$ cat src/hw/rtl/aopb_pkg.sv
// Shared widths, payload types and pipeline types of the alpha-over blend core.
package aopb_pkg;

    localparam int CH_W               = 8;
    localparam int PROD_W             = 2 * CH_W;
    localparam int REM_W              = 3 * CH_W;
    localparam int QUO_W              = CH_W;
    localparam int DIV_ALIGN          = QUO_W - 1;
    localparam int DSH_W              = PROD_W + DIV_ALIGN;
    localparam int NUM_COLORS         = 3;
    localparam int DIV_BITS_PER_STAGE = 2;
    localparam int DIV_STAGES         = QUO_W / DIV_BITS_PER_STAGE;

    localparam logic [CH_W-1:0]   CH_MAX        = {CH_W{1'b1}};

    typedef struct packed {
        logic [CH_W-1:0] src_red;
        logic [CH_W-1:0] src_green;
        logic [CH_W-1:0] src_blue;
        logic [CH_W-1:0] src_alpha;
        logic [CH_W-1:0] dst_red;
        logic [CH_W-1:0] dst_green;
        logic [CH_W-1:0] dst_blue;
        logic [CH_W-1:0] dst_alpha;
    } t_in_pixel;

    typedef struct packed {
        logic [CH_W-1:0] out_red;
        logic [CH_W-1:0] out_green;
        logic [CH_W-1:0] out_blue;
        logic [CH_W-1:0] out_alpha;
    } t_out_pixel;

    typedef struct packed {
        logic [REM_W-1:0] rem;
        logic [DSH_W-1:0] dsh;
        logic [QUO_W-1:0] quo;
    } t_div_lane;

    typedef struct packed {
        logic                        zero;
        logic [CH_W-1:0]             alpha;
        t_div_lane [NUM_COLORS-1:0]  lane;
    } t_div_data;

endpackage

$ cat src/hw/rtl/aopb_if.sv
// Valid/ready channel interfaces for the pixel request and the blended result.
interface aopb_in_if;
    logic                 valid;
    logic                 ready;
    aopb_pkg::t_in_pixel  payload;

    modport source (output valid, output payload, input ready);
    modport sink   (input valid, input payload, output ready);
endinterface

interface aopb_out_if;
    logic                 valid;
    logic                 ready;
    aopb_pkg::t_out_pixel payload;

    modport source (output valid, output payload, input ready);
    modport sink   (input valid, input payload, output ready);
endinterface

$ cat src/hw/rtl/aopb_premul.sv
// Two product stages that form the blend numerators, the denominator, the combined alpha and divider inputs.
module aopb_premul (
    input  logic                i_clk,
    input  logic                i_rst_n,
    input  logic                i_en,
    input  logic                i_valid,
    input  aopb_pkg::t_in_pixel i_pix,
    output logic                o_valid,
    output aopb_pkg::t_div_data o_data
);
    import aopb_pkg::*;

    logic [CH_W-1:0]   s_ch [NUM_COLORS];
    logic [CH_W-1:0]   d_ch [NUM_COLORS];

    logic              r1_valid;
    logic [PROD_W-1:0] r1_ps [NUM_COLORS];
    logic [PROD_W-1:0] r1_pd [NUM_COLORS];
    logic [PROD_W-1:0] r1_sa255;
    logic [PROD_W-1:0] r1_dinv;
    logic [CH_W-1:0]   r1_inv;

    logic [PROD_W-1:0] n1_ps [NUM_COLORS];
    logic [PROD_W-1:0] n1_pd [NUM_COLORS];
    logic [PROD_W-1:0] n1_sa255;
    logic [PROD_W-1:0] n1_dinv;
    logic [CH_W-1:0]   n1_inv;

    logic              r2_valid;
    t_div_data         r2_data;
    t_div_data         n2_data;
    logic [PROD_W-1:0] den;
    logic [PROD_W-1:0] alpha_sum;

    assign s_ch[0] = i_pix.src_red;
    assign s_ch[1] = i_pix.src_green;
    assign s_ch[2] = i_pix.src_blue;
    assign d_ch[0] = i_pix.dst_red;
    assign d_ch[1] = i_pix.dst_green;
    assign d_ch[2] = i_pix.dst_blue;

    always_comb begin
        n1_inv   = CH_MAX - i_pix.src_alpha;
        n1_sa255 = {i_pix.src_alpha, {CH_W{1'b0}}} - PROD_W'(i_pix.src_alpha);
        n1_dinv  = PROD_W'(i_pix.dst_alpha) * PROD_W'(n1_inv);
        for (int c = 0; c < NUM_COLORS; c++) begin
            n1_ps[c] = PROD_W'(s_ch[c]) * PROD_W'(i_pix.src_alpha);
            n1_pd[c] = PROD_W'(d_ch[c]) * PROD_W'(i_pix.dst_alpha);
        end
    end

    // The denominator never exceeds 255*255, where this sum gives its exact floor over 255.
    always_comb begin
        den           = r1_sa255 + r1_dinv;
        alpha_sum     = den + (den >> CH_W) + PROD_W'(1);
        n2_data.zero  = (den == '0);
        n2_data.alpha = alpha_sum[PROD_W-1:CH_W];
        for (int c = 0; c < NUM_COLORS; c++) begin
            n2_data.lane[c].rem = ({r1_ps[c], {CH_W{1'b0}}} - REM_W'(r1_ps[c]))
                                + REM_W'(r1_pd[c]) * REM_W'(r1_inv);
            n2_data.lane[c].dsh = {den, {DIV_ALIGN{1'b0}}};
            n2_data.lane[c].quo = '0;
        end
    end

    always_ff @(posedge i_clk) begin
        if (!i_rst_n) begin
            r1_valid <= 1'b0;
            r2_valid <= 1'b0;
        end else if (i_en) begin
            r1_valid <= i_valid;
            r2_valid <= r1_valid;
        end
    end

    always_ff @(posedge i_clk) begin
        if (i_en) begin
            r1_ps    <= n1_ps;
            r1_pd    <= n1_pd;
            r1_sa255 <= n1_sa255;
            r1_dinv  <= n1_dinv;
            r1_inv   <= n1_inv;
            r2_data  <= n2_data;
        end
    end

    assign o_valid = r2_valid;
    assign o_data  = r2_data;

endmodule

$ cat src/hw/rtl/aopb_div_stage.sv
// One restoring-division stage that retires two quotient bits in each of three color lanes.
module aopb_div_stage (
    input  logic                i_clk,
    input  logic                i_rst_n,
    input  logic                i_en,
    input  logic                i_valid,
    input  aopb_pkg::t_div_data i_data,
    output logic                o_valid,
    output aopb_pkg::t_div_data o_data
);
    import aopb_pkg::*;

    logic      r_valid;
    t_div_data r_data;
    t_div_data n_data;

    always_comb begin
        logic ge;
        n_data = i_data;
        for (int l = 0; l < NUM_COLORS; l++) begin
            for (int k = 0; k < DIV_BITS_PER_STAGE; k++) begin
                ge = (n_data.lane[l].rem >= REM_W'(n_data.lane[l].dsh));
                if (ge) begin
                    n_data.lane[l].rem = n_data.lane[l].rem - REM_W'(n_data.lane[l].dsh);
                end
                n_data.lane[l].quo = {n_data.lane[l].quo[QUO_W-2:0], ge};
                n_data.lane[l].dsh = n_data.lane[l].dsh >> 1;
            end
        end
    end

    always_ff @(posedge i_clk) begin
        if (!i_rst_n) begin
            r_valid <= 1'b0;
        end else if (i_en) begin
            r_valid <= i_valid;
        end
    end

    always_ff @(posedge i_clk) begin
        if (i_en) begin
            r_data <= n_data;
        end
    end

    assign o_valid = r_valid;
    assign o_data  = r_data;

    // The partial remainder of the red and blue lanes never exceeds the divisor of the quotient bit just retired.
    a_color_rem_bound: assert property (@(posedge i_clk) disable iff (!i_rst_n)
        (r_valid && !r_data.zero) |->
        (r_data.lane[0].rem < {r_data.lane[0].dsh, 1'b1}))
        else $error("color lane remainder out of range");

    a_blue_rem_bound: assert property (@(posedge i_clk) disable iff (!i_rst_n)
        r_valid |->
        (r_data.lane[NUM_COLORS-1].rem < {r_data.lane[NUM_COLORS-1].dsh, 1'b1}))
        else $error("blue lane remainder out of range");

    a_zero_numerators: assert property (@(posedge i_clk) disable iff (!i_rst_n)
        (r_valid && r_data.zero) |->
        (r_data.lane[0].rem == '0 && r_data.alpha == '0))
        else $error("nonzero remainder or alpha with both alphas zero");

endmodule

$ cat src/hw/rtl/alpha_over_pixel_blend_core.sv
// Top level of the straight-alpha source-over-destination RGBA8888 blend core.
//
// Usage:
// A request on i_pix carries one source and one destination pixel. Each request
// produces exactly one blended pixel on o_pix, in request order. Both channels
// use valid/ready; a transfer happens on a rising edge with both high.
// The pipeline has six register stages. Two product stages come first, the second
// of which also forms the combined alpha, then four divider stages of two quotient
// bits each. Throughput is one pixel per cycle while the receiver keeps o_pix moving;
// every stage takes a new pixel in each cycle in which the pipeline is not frozen.
// The last divider stage is the output register. While o_pix is valid and the
// receiver holds ready low, the whole pipeline freezes and i_pix.ready drops, so
// nothing is lost or repeated. Bubbles inside the pipeline are kept, not squeezed.
// A synchronous active-low reset clears all valid bits; data registers are not
// cleared. When both alphas are zero the result is an all-zero pixel.
module alpha_over_pixel_blend_core (
    input  logic       i_clk,
    input  logic       i_rst_n,
    aopb_in_if.sink    i_pix,
    aopb_out_if.source o_pix
);
    import aopb_pkg::*;

    logic      en;
    logic      stg_valid [DIV_STAGES+1];
    t_div_data stg_data  [DIV_STAGES+1];
    t_div_data last;

    assign en          = !stg_valid[DIV_STAGES] || o_pix.ready;
    assign i_pix.ready = en;

    aopb_premul u_premul (
        .i_clk   (i_clk),
        .i_rst_n (i_rst_n),
        .i_en    (en),
        .i_valid (i_pix.valid),
        .i_pix   (i_pix.payload),
        .o_valid (stg_valid[0]),
        .o_data  (stg_data[0])
    );

    for (genvar g = 0; g < DIV_STAGES; g++) begin : g_div
        aopb_div_stage u_div_stage (
            .i_clk   (i_clk),
            .i_rst_n (i_rst_n),
            .i_en    (en),
            .i_valid (stg_valid[g]),
            .i_data  (stg_data[g]),
            .o_valid (stg_valid[g+1]),
            .o_data  (stg_data[g+1])
        );
    end

    assign last                     = stg_data[DIV_STAGES];
    assign o_pix.valid              = stg_valid[DIV_STAGES];
    assign o_pix.payload.out_red    = last.zero ? '0 : last.lane[0].quo;
    assign o_pix.payload.out_green  = last.zero ? '0 : last.lane[1].quo;
    assign o_pix.payload.out_blue   = last.zero ? '0 : last.lane[2].quo;
    assign o_pix.payload.out_alpha  = last.alpha;

    a_ready_only_blocked_by_result: assert property (@(posedge i_clk) disable iff (!i_rst_n)
        !i_pix.ready |-> o_pix.valid)
        else $error("request side stalled without a waiting result");

endmodule

$ cat src/flat_wrapper.sv
// flat-port wrapper written by rule: the top's interface ports become plain ports
module alpha_over_pixel_blend_core_flat import aopb_pkg::*;
  (i_clk, i_rst_n, i_pix_valid, i_pix_payload, i_pix_ready, o_pix_valid, o_pix_payload, o_pix_ready);
  aopb_in_if i_pix_i ();
  aopb_out_if o_pix_i ();
  input  logic i_clk;
  input  logic i_rst_n;
  input wire logic [$bits(i_pix_i.valid)-1:0] i_pix_valid;
  input wire logic [$bits(i_pix_i.payload)-1:0] i_pix_payload;
  output wire logic [$bits(i_pix_i.ready)-1:0] i_pix_ready;
  output wire logic [$bits(o_pix_i.valid)-1:0] o_pix_valid;
  output wire logic [$bits(o_pix_i.payload)-1:0] o_pix_payload;
  input wire logic [$bits(o_pix_i.ready)-1:0] o_pix_ready;
  assign i_pix_i.valid = i_pix_valid;
  assign i_pix_i.payload = i_pix_payload;
  assign i_pix_ready = i_pix_i.ready;
  assign o_pix_valid = o_pix_i.valid;
  assign o_pix_payload = o_pix_i.payload;
  assign o_pix_i.ready = o_pix_ready;
  alpha_over_pixel_blend_core u_core (.i_clk(i_clk), .i_rst_n(i_rst_n), .i_pix(i_pix_i), .o_pix(o_pix_i));
endmodule
$ cat config.mk
export PLATFORM = sky130hd
export DESIGN_NAME = alpha_over_pixel_blend_core_flat
export DESIGN_NICKNAME = d
export VERILOG_FILES = /design/src/hw/rtl/aopb_pkg.sv /design/src/hw/rtl/aopb_if.sv /design/src/hw/rtl/aopb_premul.sv /design/src/hw/rtl/aopb_div_stage.sv /design/src/hw/rtl/alpha_over_pixel_blend_core.sv /design/src/flat_wrapper.sv
export SDC_FILE = /design/constraint.sdc
export NUM_CORES = 2
export LEC_CHECK = 0
export ABC_CLOCK_PERIOD_IN_PS = 62800
export BUFFER_PORTS_ARGS = -buffer_cell sky130_fd_sc_hd__buf_2
export CAP_MARGIN = 10
export CORE_MARGIN = 5
export CORE_UTILIZATION = 61
export DETAILED_ROUTE_END_ITERATION = 7
export HOLD_SLACK_MARGIN = 0.03
export PLACE_DENSITY = 0.77
export SLEW_MARGIN = 20
export SYNTH_ARGS = -nofsm -noshare
export SYNTH_HDL_FRONTEND = slang
export SYNTH_HIERARCHICAL = 1
export SYNTH_SLANG_ARGS = --single-unit
$ cat constraint.sdc
create_clock -name i_clk -period 62.8 [get_ports i_clk]
set_input_delay 12.56 -clock i_clk [delete_from_list [all_inputs] [get_ports i_clk]]
set_output_delay 12.56 -clock i_clk [all_outputs]
set_load 0.005 [all_outputs]
==> results.md <==
- Outcome: completed
- Largest net degree at the start of global routing: 84
- Initial DRC count: 4213
- First-pass GRT wire length: 315400 µm
- Starting Density: 61.44%
- H-tree Lvls: 3
- Setup Fix Bufs, Post-CTS: 0
- Post-Syn Area: 84580 µm²
- Mapped Cells: 8852
- M1 wire length: 84640 µm
- Critical path class: input port to output port
- CTS tree: yes
- Num CTS Buffers: 85
- Most common cell on crit path: buf_2
- Num Clock Sinks: 740
- Grt total ovfl: 0
- Dpl hpwl: 151800 µm
- Clk root buf: clkbuf_16
- Synth Warn #: 6
- Layout cell share with drive strength beyond 1: 7.406%
- IO Port Bufs: 101
- # DRC: 0
- Final #Nets: 10510
- Avg Vias per Cell: 5.825
- Clock latency on the worst-skew pair: 0.70 ns
- RSZ-0062 raised after global routing: false
- Post-CTS sizing: 0
- Uppermost layer routed: met5
- Slew margin rel.: 26.83%
- Critical path peak fanout: 48
- Period Utilization, post-route: 41.36%
- Drt pass-1 iters: 6
- Routed Antenna Nets: 0
- Met2 routed WL: 89420 µm
- Worst Hold Class: flop to flop
- Hold Violations, Final: 0
- WL/cell: 17.83 µm
- Max-slew violation count: 0
- DIE WIDTH: 382.4 µm
- Setup Skew: 0.03170 ns
- Required time worst endpoint: 50.24 ns
- Maximum clock path buffer count: 3
- Clock transition at path regs: 0.06 ns
- Ports: 102
- Critical-path cell with the highest stage delay: nand2b_4
- Area Growth Syn to Fin: 5.551%
- CP Cell Sequence: buf_2 -> nand2b_4 -> buf_2
- Vert. Die Dim: 382.4 µm
- Final setup fails: 0
- Tightest Pin Transition: 1.095 ns
- FP Rows: 136
- GRT Overall Usage: 26.05%
- DR WL met3: 10250 µm
- Slowest stage delay, CP: 0.53 ns
- Vias: 62380
- Routability congestion estimate: 0.9106
- Commonest non-fill, non-tap cell in the layout: inv_1
- CP Capture Type: output port
- Drt total wl: 191000 µm
- Die area: 146200 µm²
- Core area: 137700 µm²
- Mean Syn Cell Area: 9.555 µm²
- FMAX: 38.50 MHz
- CP startpoint kind: input port
- Commonest non-fill, non-tap cells in the layout: inv_1, ha_1, nand2_1
- Final Instance Count excl. Fillers: 10710
- Arrival time worst endpoint: 13.41 ns
- Antenna violations before repair: 8
- CTS Hold Bufs: 0
- Dpl cells: 10550
- Minimum clock period: 25.97 ns
- Number of global-route vias before repair: 63300
- Total negative setup slack: 0 ns
- Max-cap violations: 0
state kept, by name, summed over array words and instances, names as in the netlist:
| signal | cells |
|---|---|
| u_core/u_premul/o_valid | 1 |
| u_core/u_premul/r1_sa255 | 16 |
| u_core/u_premul/r1_dinv | 16 |
| u_core/g_div.u_div_stage/o_data | 501 |
| u_core/u_premul/o_data | 97 |
| u_core/u_premul/r1_ps | 48 |
| u_core/u_premul/r1_pd | 48 |
| u_core/u_premul/r1_valid | 1 |
| u_core/u_premul/r1_inv | 8 |
| u_core/g_div.u_div_stage/o_valid | 4 |
worst max-delay path, delay by kind of cell:
| kind | cells | cell delay, ns |
|---|---|---|
| simple gates | 1 | 0.53 |
| buf+inv | 2 | 0.31 |
routing by layer:
metal,up-vias,GRT usage [%]
met4,2,9.185
li1,30350,-
met5,-,0
met2,1793,43.90
met3,384,2.943
met1,29860,35.11
final timing paths:
path | startpoint | end | slack (ns) | cells past startpoint
setup / recovery | o_pix_ready | i_pix_ready | 36.83 | 3
hold reg to reg | u_core/g_div[1].u_div_stage/o_data[2]$_DFFE_PP_ | u_core/g_div[2].u_div_stage/o_data[4]$_DFFE_PP_ | 0.41 | 0
setup reg to reg | u_core/u_premul/o_data[82]$_DFFE_PP_ | u_core/g_div[0].u_div_stage/o_data[90]$_DFFE_PP_ | 55.76 | 19
hold / removal | u_core/g_div[1].u_div_stage/o_data[2]$_DFFE_PP_ | u_core/g_div[2].u_div_stage/o_data[4]$_DFFE_PP_ | 0.41 | 0
area by class of cell:
type,instances,area (µm²)
inverters,1223,4591
diodes,4,10.01
flip-flops and latches,740,22160
fillers,10890,48380
well taps,1794,2245
repair buffers,149,869.6
clock inverters,58,656.9
clock buffers,97,2172
multi-input cells,6645,56580
stage by stage:
step	utilization, %	hold slack, ns	cell area (µm²)	setup slack (ns)
floorplan	-	0.4003	84720	19.98
global placement	62.78	0.4013	86420	36.81
detailed placement	62.78	0.4045	86430	36.81
CTS	64.84	0.4118	89250	36.80
global route	64.85	0.4123	89280	36.75
finish	64.85	0.4052	89280	36.83
Power is left out: the tool's default activity adds up to more than one toggle a clock period on the data nets, which glitch-free logic cannot reach.
